`src/rtl/core/gda_pkg.sv`:
```
// gda_pkg: shared types, status codes and calendar helpers for the date block
// used by gda_ctrl, gda_dpath and gregorian_date_add_and_difference
`timescale 1ns / 1ps

package gda_pkg;

    // internal year width, holds any year up to 131071
    localparam int YEAR_W = 17;
    // width of the remainder registers used for year mod 25
    localparam int REM_W = 14;
    // first step index of the mod 25 reduction (25 << 9 is the top subtrahend)
    localparam logic [3:0] RED_TOP = 4'd9;
    localparam logic [REM_W-1:0] MOD_BASE = 14'd25;

    // operation kinds
    localparam logic KIND_ADD  = 1'b0;
    localparam logic KIND_DIFF = 1'b1;

    // result status codes
    localparam logic [1:0] ST_OK       = 2'd0;
    localparam logic [1:0] ST_INVALID  = 2'd1;
    localparam logic [1:0] ST_LATER    = 2'd2;
    localparam logic [1:0] ST_OVERFLOW = 2'd3;

    localparam logic [3:0] MONTH_FEB = 4'd2;
    localparam logic [3:0] MONTH_DEC = 4'd12;

    // input transaction
    typedef struct packed {
        logic        kind;
        logic [4:0]  day_a;
        logic [3:0]  month_a;
        logic [13:0] year_a;
        logic [4:0]  day_b;
        logic [3:0]  month_b;
        logic [13:0] year_b;
        logic [21:0] count;
    } t_in;

    // result transaction
    typedef struct packed {
        logic [4:0]  res_day;
        logic [3:0]  res_month;
        logic [13:0] res_year;
        logic [21:0] days_between;
        logic [1:0]  status;
    } t_out;

    // commands from the controller to the datapath
    typedef struct packed {
        logic       load;
        logic       reduce;
        logic       init_walk;
        logic       from_b;
        logic       step;
        logic       set_status;
        logic [1:0] status_code;
        logic       emit;
    } t_cmd;

    // status from the datapath to the controller
    typedef struct packed {
        logic kind;
        logic reduce_last;
        logic ok_a;
        logic ok_b;
        logic b_later;
        logic walk_end;
        logic over;
        logic out_free;
    } t_sts;

    // leap year from the low year bits and the year mod 25
    function automatic logic is_leap(input logic [3:0] ylow, input logic [4:0] y25);
        return (ylow[1:0] == 2'd0) && ((y25 != 5'd0) || (ylow == 4'd0));
    endfunction

    // days in a month, month codes outside 1..12 read as 31
    function automatic logic [4:0] month_len(input logic [3:0] m, input logic leap);
        logic [4:0] len;
        len = 5'd31;
        if (m inside {4'd4, 4'd6, 4'd9, 4'd11}) begin
            len = 5'd30;
        end else if (m == MONTH_FEB) begin
            len = leap ? 5'd29 : 5'd28;
        end
        return len;
    endfunction

endpackage

```
`src/rtl/core/gda_ctrl.sv`:
```
// gda_ctrl: sequencing state machine for the date block
// depends on gda_pkg for the command, status and code definitions
`timescale 1ns / 1ps

module gda_ctrl (
    input  logic          i_clk,
    input  logic          i_rst_n,
    input  logic          i_valid,
    output logic          o_stall,
    input  gda_pkg::t_sts i_sts,
    output gda_pkg::t_cmd o_cmd
);
    import gda_pkg::*;

    localparam logic [2:0] S_IDLE   = 3'd0;
    localparam logic [2:0] S_REDUCE = 3'd1;
    localparam logic [2:0] S_CHECK  = 3'd2;
    localparam logic [2:0] S_WALK   = 3'd3;
    localparam logic [2:0] S_DONE   = 3'd4;

    logic [2:0] r_state;
    logic [2:0] n_state;

    // input side takes a transaction only while idle and out of reset
    assign o_stall = (r_state != S_IDLE) || !i_rst_n;

    // next state and commands
    always_comb begin
        n_state = r_state;
        o_cmd   = '0;
        case (r_state)
            S_IDLE: begin
                if (i_valid) begin
                    o_cmd.load = 1'b1;
                    n_state    = S_REDUCE;
                end
            end
            S_REDUCE: begin
                o_cmd.reduce = 1'b1;
                if (i_sts.reduce_last) begin
                    n_state = S_CHECK;
                end
            end
            S_CHECK: begin
                if (i_sts.kind == KIND_ADD) begin
                    if (!i_sts.ok_a) begin
                        o_cmd.set_status  = 1'b1;
                        o_cmd.status_code = ST_INVALID;
                        n_state           = S_DONE;
                    end else begin
                        o_cmd.init_walk = 1'b1;
                        n_state         = S_WALK;
                    end
                end else begin
                    if (!i_sts.ok_a || !i_sts.ok_b) begin
                        o_cmd.set_status  = 1'b1;
                        o_cmd.status_code = ST_INVALID;
                        n_state           = S_DONE;
                    end else if (i_sts.b_later) begin
                        o_cmd.set_status  = 1'b1;
                        o_cmd.status_code = ST_LATER;
                        n_state           = S_DONE;
                    end else begin
                        o_cmd.init_walk = 1'b1;
                        o_cmd.from_b    = 1'b1;
                        n_state         = S_WALK;
                    end
                end
            end
            S_WALK: begin
                if (i_sts.over) begin
                    o_cmd.set_status  = 1'b1;
                    o_cmd.status_code = ST_OVERFLOW;
                    n_state           = S_DONE;
                end else if (i_sts.walk_end) begin
                    o_cmd.set_status  = 1'b1;
                    o_cmd.status_code = ST_OK;
                    n_state           = S_DONE;
                end else begin
                    o_cmd.step = 1'b1;
                end
            end
            S_DONE: begin
                if (i_sts.out_free) begin
                    o_cmd.emit = 1'b1;
                    n_state    = S_IDLE;
                end
            end
            default: begin
                n_state = S_IDLE;
            end
        endcase
    end

    // state register
    always_ff @(posedge i_clk) begin
        if (!i_rst_n) begin
            r_state <= S_IDLE;
        end else begin
            r_state <= n_state;
        end
    end

endmodule

```
`src/rtl/core/gda_dpath.sv`:
```
// gda_dpath: operand registers, year mod 25 reduction, day walker and result register
// depends on gda_pkg for types, codes and calendar helpers
`timescale 1ns / 1ps

module gda_dpath #(
    parameter int MAX_YEAR   = 9999,
    parameter int COUNT_BITS = 22
) (
    input  logic          i_clk,
    input  logic          i_rst_n,
    input  gda_pkg::t_in  i_item,
    input  gda_pkg::t_cmd i_cmd,
    output gda_pkg::t_sts o_sts,
    output logic          o_valid,
    input  logic          i_stall,
    output gda_pkg::t_out o_result
);
    import gda_pkg::*;

    localparam logic [YEAR_W-1:0] MAX_Y = YEAR_W'(MAX_YEAR);
    localparam logic [COUNT_BITS-1:0] CNT_ALL = '1;

    // captured operands
    logic                  r_kind;
    logic [4:0]            r_day_a;
    logic [3:0]            r_month_a;
    logic [13:0]           r_year_a;
    logic [4:0]            r_day_b;
    logic [3:0]            r_month_b;
    logic [13:0]           r_year_b;
    logic [COUNT_BITS-1:0] r_cnt;

    // year mod 25 reduction
    logic [REM_W-1:0] r_rem_a;
    logic [REM_W-1:0] r_rem_b;
    logic [3:0]       r_step;
    logic [REM_W-1:0] sub_val;

    // walking date
    logic [4:0]        r_d;
    logic [3:0]        r_m;
    logic [YEAR_W-1:0] r_y;
    logic [4:0]        r_y25;

    logic [1:0] r_st;
    logic       r_out_valid;
    t_out       r_out;
    t_out       n_out;

    logic                     leap_a;
    logic                     leap_b;
    logic                     leap_w;
    logic                     ok_a;
    logic                     ok_b;
    logic [4:0]               len_w;
    logic [COUNT_BITS+21:0]   cnt_ext;
    logic [COUNT_BITS+21:0]   diff_ext;
    logic                     at_a;

    assign sub_val = MOD_BASE << r_step;

    // date validity checks
    assign leap_a = is_leap(r_year_a[3:0], r_rem_a[4:0]);
    assign leap_b = is_leap(r_year_b[3:0], r_rem_b[4:0]);
    assign ok_a   = (r_day_a != 5'd0) && (r_month_a != 4'd0) && (r_month_a <= MONTH_DEC)
                  && (r_year_a != 14'd0) && (YEAR_W'(r_year_a) <= MAX_Y)
                  && (r_day_a <= month_len(r_month_a, leap_a));
    assign ok_b   = (r_day_b != 5'd0) && (r_month_b != 4'd0) && (r_month_b <= MONTH_DEC)
                  && (r_year_b != 14'd0) && (YEAR_W'(r_year_b) <= MAX_Y)
                  && (r_day_b <= month_len(r_month_b, leap_b));

    // walker month length and arrival test
    assign leap_w = is_leap(r_y[3:0], r_y25);
    assign len_w  = month_len(r_m, leap_w);
    assign at_a   = (r_d == r_day_a) && (r_m == r_month_a) && (r_y == YEAR_W'(r_year_a));

    assign cnt_ext  = (COUNT_BITS + 22)'(i_item.count);
    assign diff_ext = (COUNT_BITS + 22)'(r_cnt);

    // status to the controller
    always_comb begin
        o_sts             = '0;
        o_sts.kind        = r_kind;
        o_sts.reduce_last = (r_step == 4'd0);
        o_sts.ok_a        = ok_a;
        o_sts.ok_b        = ok_b;
        o_sts.b_later     = {r_year_b, r_month_b, r_day_b} > {r_year_a, r_month_a, r_day_a};
        o_sts.walk_end    = (r_kind == KIND_ADD) ? (r_cnt == '0) : at_a;
        o_sts.over        = (r_kind == KIND_ADD) && (r_y > MAX_Y);
        o_sts.out_free    = !r_out_valid || !i_stall;
    end

    // operand capture and mod 25 reduction
    always_ff @(posedge i_clk) begin
        if (i_cmd.load) begin
            r_kind    <= i_item.kind;
            r_day_a   <= i_item.day_a;
            r_month_a <= i_item.month_a;
            r_year_a  <= i_item.year_a;
            r_day_b   <= i_item.day_b;
            r_month_b <= i_item.month_b;
            r_year_b  <= i_item.year_b;
            r_rem_a   <= i_item.year_a;
            r_rem_b   <= i_item.year_b;
            r_step    <= RED_TOP;
        end else if (i_cmd.reduce) begin
            if (r_rem_a >= sub_val) begin
                r_rem_a <= r_rem_a - sub_val;
            end
            if (r_rem_b >= sub_val) begin
                r_rem_b <= r_rem_b - sub_val;
            end
            if (r_step != 4'd0) begin
                r_step <= r_step - 4'd1;
            end
        end
    end

    // day walker and day counter
    always_ff @(posedge i_clk) begin
        if (i_cmd.load) begin
            r_cnt <= cnt_ext[COUNT_BITS-1:0];
        end else if (i_cmd.init_walk) begin
            if (i_cmd.from_b) begin
                r_d   <= r_day_b;
                r_m   <= r_month_b;
                r_y   <= YEAR_W'(r_year_b);
                r_y25 <= r_rem_b[4:0];
                r_cnt <= '0;
            end else begin
                r_d   <= r_day_a;
                r_m   <= r_month_a;
                r_y   <= YEAR_W'(r_year_a);
                r_y25 <= r_rem_a[4:0];
            end
        end else if (i_cmd.step) begin
            if (r_d >= len_w) begin
                r_d <= 5'd1;
                if (r_m == MONTH_DEC) begin
                    r_m   <= 4'd1;
                    r_y   <= r_y + YEAR_W'(1);
                    r_y25 <= (r_y25 == 5'd24) ? 5'd0 : r_y25 + 5'd1;
                end else begin
                    r_m <= r_m + 4'd1;
                end
            end else begin
                r_d <= r_d + 5'd1;
            end
            if (r_kind == KIND_ADD) begin
                r_cnt <= r_cnt - COUNT_BITS'(1);
            end else if (r_cnt != CNT_ALL) begin
                r_cnt <= r_cnt + COUNT_BITS'(1);
            end
        end
    end

    // final status
    always_ff @(posedge i_clk) begin
        if (i_cmd.set_status) begin
            r_st <= i_cmd.status_code;
        end
    end

    // result contents, zero outside the fields that the status allows
    always_comb begin
        n_out        = '0;
        n_out.status = r_st;
        if (r_st == ST_OK) begin
            if (r_kind == KIND_ADD) begin
                n_out.res_day   = r_d;
                n_out.res_month = r_m;
                n_out.res_year  = r_y[13:0];
            end else begin
                n_out.days_between = diff_ext[21:0];
            end
        end
    end

    // result register
    always_ff @(posedge i_clk) begin
        if (i_cmd.emit) begin
            r_out <= n_out;
        end
    end

    // result valid flag
    always_ff @(posedge i_clk) begin
        if (!i_rst_n) begin
            r_out_valid <= 1'b0;
        end else if (i_cmd.emit) begin
            r_out_valid <= 1'b1;
        end else if (!i_stall) begin
            r_out_valid <= 1'b0;
        end
    end

    assign o_valid  = r_out_valid;
    assign o_result = r_out;

endmodule

```
`src/rtl/core/gregorian_date_add_and_difference.sv`:
```
// gregorian_date_add_and_difference: top level of the calendar date arithmetic block
// depends on gda_pkg, gda_ctrl and gda_dpath
//
// usage:
//   input channel i_valid / o_stall / i_item carries one transaction: kind, date a,
//   date b and a day count. add mode advances date a by count days, difference
//   mode counts the days from date b up to date a.
//   output channel o_valid / i_stall / o_result returns exactly one result per
//   transaction with a status: ok, invalid date, b later than a, year overflow.
// sequencing:
//   one transaction at a time: year mod 25 reduction, a check step, then the
//   day stepper walks one day per cycle, then the result register is loaded;
//   the run time grows with count in add mode and with the days walked in
//   difference mode. invalid date and b later results skip the walk.
// reset:
//   synchronous active low; the sequencer returns to idle and the result
//   register is emptied.
// stalls:
//   the result register holds while i_stall is high; a new transaction is
//   taken meanwhile, but its result waits until the register is free.
`timescale 1ns / 1ps

module gregorian_date_add_and_difference #(
    parameter int MAX_YEAR   = 9999,
    parameter int COUNT_BITS = 22
) (
    input  logic          i_clk,
    input  logic          i_rst_n,
    input  logic          i_valid,
    output logic          o_stall,
    input  gda_pkg::t_in  i_item,
    output logic          o_valid,
    input  logic          i_stall,
    output gda_pkg::t_out o_result
);
    import gda_pkg::*;

    t_cmd cmd;
    t_sts sts;

    // sequencer
    gda_ctrl u_ctrl (
        .i_clk   (i_clk),
        .i_rst_n (i_rst_n),
        .i_valid (i_valid),
        .o_stall (o_stall),
        .i_sts   (sts),
        .o_cmd   (cmd)
    );

    // datapath
    gda_dpath #(
        .MAX_YEAR   (MAX_YEAR),
        .COUNT_BITS (COUNT_BITS)
    ) u_dpath (
        .i_clk    (i_clk),
        .i_rst_n  (i_rst_n),
        .i_item   (i_item),
        .i_cmd    (cmd),
        .o_sts    (sts),
        .o_valid  (o_valid),
        .i_stall  (i_stall),
        .o_result (o_result)
    );

endmodule
```
`config.mk`:
```
export PLATFORM = sky130hd
export DESIGN_NAME = gregorian_date_add_and_difference
export DESIGN_NICKNAME = d
export VERILOG_FILES = /design/src/rtl/core/gda_pkg.sv /design/src/rtl/core/gda_ctrl.sv /design/src/rtl/core/gda_dpath.sv /design/src/rtl/core/gregorian_date_add_and_difference.sv
export SDC_FILE = /design/constraint.sdc
export NUM_CORES = 1
export LEC_CHECK = 0
export BUFFER_PORTS_ARGS = -buffer_cell sky130_fd_sc_hd__buf_2
export CAP_MARGIN = 20
export CORE_MARGIN = 4
export CORE_UTILIZATION = 59
export DETAILED_ROUTE_END_ITERATION = 12
export PLACE_DENSITY = 0.77
export SLEW_MARGIN = 0
export SYNTH_ARGS = -nofsm -noshare
export SYNTH_HDL_FRONTEND = slang
export SYNTH_SLANG_ARGS = --single-unit
```
`constraint.sdc`:
```
create_clock -name i_clk -period 10.35 [get_ports i_clk]
set_input_delay 2.07 -clock i_clk [delete_from_list [all_inputs] [get_ports i_clk]]
set_output_delay 2.07 -clock i_clk [all_outputs]
set_load 0.005 [all_outputs]
```
==> results.yml <==
status:
  status: "complete, no violations"
yosys:
  synth_ff_type: "edfxtp_1"
  synth.top_cells.by_area: "edfxtp_1 (45%), ha_1 (9.6%), xor2_1 (3.1%)"
  ys_async_sr_fraction_pct: 0
  syn_area_um2: 11800
  synth_cell_types: 76
  synth_edf_count: 177
  synth_seq_cells: 185
  synth_top_area_share_pct: 44.9
  ys_warn_count: 0
  netlist_instances: 1136
  yosysTopAreaCell: "edfxtp_1"
  syn-num-nets: 1303
  avgSynthCellArea_um2: 10.4
  seq_area_frac_synth_pct: 46.3
layout:
  register_area_um2: 5480
  final_common_cell: "edfxtp_1"
  fillers: 1531
  fin_area_um2: 13200
  nNetsFinal: 1410
  syn2layout_area_growth_pct: 11.7
  antenna_cells: 0
  drive_above_1_share_pct: 16.4
  final_cell_mix: "edfxtp_1 (177), buf_2 (121), nand2_1 (96)"
  multi_input_area_um2: 5930
clock_network:
  root_buffer: "clkbuf_16"
  clk_latency_ns: 0.43
  post-cts-setup-buffer-count: 0
  htree_levels: 4
  tritoncts: "yes"
  cts-hold-fix-buffers: 0
  cts_resized: 0
  clock_path_buffers: 2
  numCtsBuffers: 17
  clkSinkCount: 185
  clkTransAtPathRegs_ns: 0.07
floorplan:
  die_h_um: 150
  dieArea_um2: 22400
  core.rowCount: 51
  die_w_um: 150
  initial_core_util_pct: 60.4
  ioPinCount: 122
  core-area_um2: 19600
global_route:
  grt_max_degree: 87
  antenna_found_initial: 0
  grt_pass1_wl_mm: 45.6
  gr-usage-all-layers_pct: 26.0
  overflow: 0
  grt_pass1_vias: 8653
critical_path:
  path_cells: "buf_2, nand2_1, buf_2"
  max_stage_delay_ns: 0.14
  crit_type: "input pin to primary output"
  cp.required_ns: 8.28
  reg2reg_slack_ns: 5.91
  critPathMostFrequentCell: "buf_2"
  cp-start-kind: "input pin"
  rr_startpoint: "u_dpath.r_year_a[13]$_DFFE_PP_"
  end_kind: "primary output"
  reg2reg_depth: 9
  r2r-end: "u_dpath.r_cnt[20]$_DFFE_PP_"
  crit_arrival_ns: 2.37
  crit_path_top_delay_cell: "buf_2"
  cp_max_fo: 5
drt:
  vias: 9198
  drtIter0Drc: 886
  via_per_inst: 6.05
  met1_length_mm: 12.7
  met3WireLength_mm: 2.33
  top_layer_used: "met4"
  drtPass1Iterations: 5
  drc: 0
  drt_wl_total_mm: 29.1
  wire_per_inst_um: 19.1
  drt.antenna.violating_nets: 0
  wl_met2_mm: 13.6
pwr:
  power.share.combinational_pct: 47.5
  power.switching_mw: 1.41
  p_clk_share_pct: 17.7
  p_int_mw: 2.14
  pwr-share-seq_pct: 34.8
  sw_frac_of_total_pct: 39.7
  power_density_nw_per_um2: 268
  p_leak_nw: 5.23
  ir_drop_v: 0.000222
hold_path:
  whs_path_depth: 2
  worstHoldEndpoint: "u_dpath.r_step[0]$_SDFFE_PP1P_"
  min-delay-start: "u_dpath.r_step[0]$_SDFFE_PP1P_"
  hold_path_class: "register to register"
timing:
  tightest_slew_ns: 1.06
  rsz0062_at_grt: "false"
  min_period_over_period_pct: 42.9
  period_minus_slack_ns: 4.44
  slew_headroom_pct: 29.1
  fmax_mhz: 225
  slew_viol_final: 0
  fin_tns_setup_ns: 0
  setup_violations: 0
  fin_skew_ns: 0.00997
  hold_viol_final: 0
flow_run:
  maxCapViolations: 0
placed_design:
  place.gp.congestion: 0.957
  portBuffers: 121
  post_dp_cell_area_um2: 12700
  hpwl_mm: 22.1
-- logic make-up (layout without fill, tap and decap cells) --
| logic type | after synthesis | after routing | synth area share (%) |
|---|---|---|---|
| simple gates | 399 | 399 | 17.1 |
| flops | 185 | 185 | 46.3 |
| xor+xnor | 79 | 79 | 5.85 |
| fa+ha+maj | 94 | 94 | 10.1 |
| buf+inv | 105 | 225 | 3.94 |
| mux | 21 | 21 | 1.78 |
| compound gates | 253 | 253 | 14.9 |
-- worst max-delay path by stage --
stage,startpoint,depth (start not counted),slack [ns],end
final,i_rst_n,3,5.91,o_stall
after global routing,u_dpath.r_step[1]$_SDFFE_PP0P_,16,5.66,u_dpath.r_rem_a[11]$_DFFE_PP_
after CTS,i_rst_n,3,5.90,o_stall
after detailed placement,i_valid,7,5.49,u_dpath.r_rem_a[11]$_DFFE_PP_
after global placement,i_valid,7,5.61,u_dpath.r_rem_a[10]$_DFFE_PP_
after floorplan,i_stall,1,5.49,u_dpath.o_result[0]$_DFFE_PP_
-- routing by layer --
layer	vias to the layer above	track usage, %
li1	4389	-
met1	4354	37.4
met2	415	41.7
met3	40	4.45
met4	0	6.22
met5	-	0
-- power groups by stage --
| stage | Clock (mW) | Combinational (mW) | Sequential [mW] |
|---|---|---|---|
| 4_1_cts | 0.631 | 1.67 | 1.23 |
| 5_1_grt | 0.668 | 1.87 | 1.25 |
| 6_report | 0.627 | 1.68 | 1.23 |
| 2_1_floorplan | 0 | 1.29 | 1.19 |
| 3_3_place_gp | 0 | 1.58 | 1.24 |
| 3_5_place_dp | 0 | 1.64 | 1.24 |
-- Yosys cell counts, types with 3 or more instances --
cell / number
edfxtp_1: 177
nand2_1: 96
ha_1: 91
nor2_1: 89
a21oi_1: 73
inv_1: 62
o21ai_0: 58
and2_1: 50
xor2_1: 42
xnor2_1: 37
nand3_1: 35
clkbuf_1: 23
nor4_1: 23
mux2i_1: 21
nand4_1: 20
nor3_1: 19
a21o_1: 15
and3_1: 14
nor2b_1: 14
o31ai_2: 11
nand2b_1: 10
o31ai_1: 10
a211oi_1: 9
dfxtp_1: 8
a31oi_1: 7
buf_2: 7
buf_6: 7
o21a_1: 7
or2_2: 6
o21ai_1: 5
o21bai_1: 5
or3_1: 5
a21boi_0: 4
a22oi_1: 4
buf_1: 4
a221oi_1: 3
a221oi_2: 3
a31o_2: 3
fa_1: 3
nor3b_1: 3
nor4b_1: 3
o211ai_1: 3
o22ai_1: 3
-- area by class of cell --
type | count | area share (%)
multi-input cells | 846 | 44.9
repair buffers | 130 | 5.12
clock buffers | 24 | 3.81
well taps | 265 | 2.51
flip-flops and latches | 185 | 41.4
clock inverters | 8 | 0.473
inverters | 63 | 1.81
-- worst max-delay path: cells and delay by family --
| family | cells | cell delay [ns] |
|---|---|---|
| buffers and inverters | 2 | 0.26 |
| AND/OR/NAND/NOR | 1 | 0.05 |
-- state kept, by name, indices dropped and copies added, names as in the netlist, 3 cells and up --
signal             cells
u_dpath.r_year_a      14
u_dpath.r_month_b      4
u_dpath.r_step         4
u_dpath.r_cnt         22
u_dpath.r_d            5
u_dpath.r_y25          5
u_dpath.o_result      47
u_dpath.r_day_b        5
u_dpath.r_y           17
u_dpath.r_month_a      4
u_dpath.r_m            4
u_dpath.r_day_a        5
u_dpath.r_rem_a       14
u_dpath.r_rem_b       14
u_ctrl.r_state         3
u_dpath.r_year_b      14
-- metrics by stage --
stage / hold slack [ns] / cells / power (mW) / util [%] / setup slack (ns)
final: 0.572 / 1521 / 3.55 / 67.5 / 5.91
after floorplan: 0.492 / 1136 / 2.48 / - / 5.49
after global routing: 0.591 / 1521 / 3.78 / 67.5 / 5.66
after CTS: 0.566 / 1521 / 3.52 / 67.5 / 5.90
after detailed placement: 0.548 / 1489 / 2.88 / 64.6 / 5.49
after global placement: 0.542 / 1488 / 2.82 / 64.5 / 5.61
Note: power is estimated with default switching activity, not from simulation.
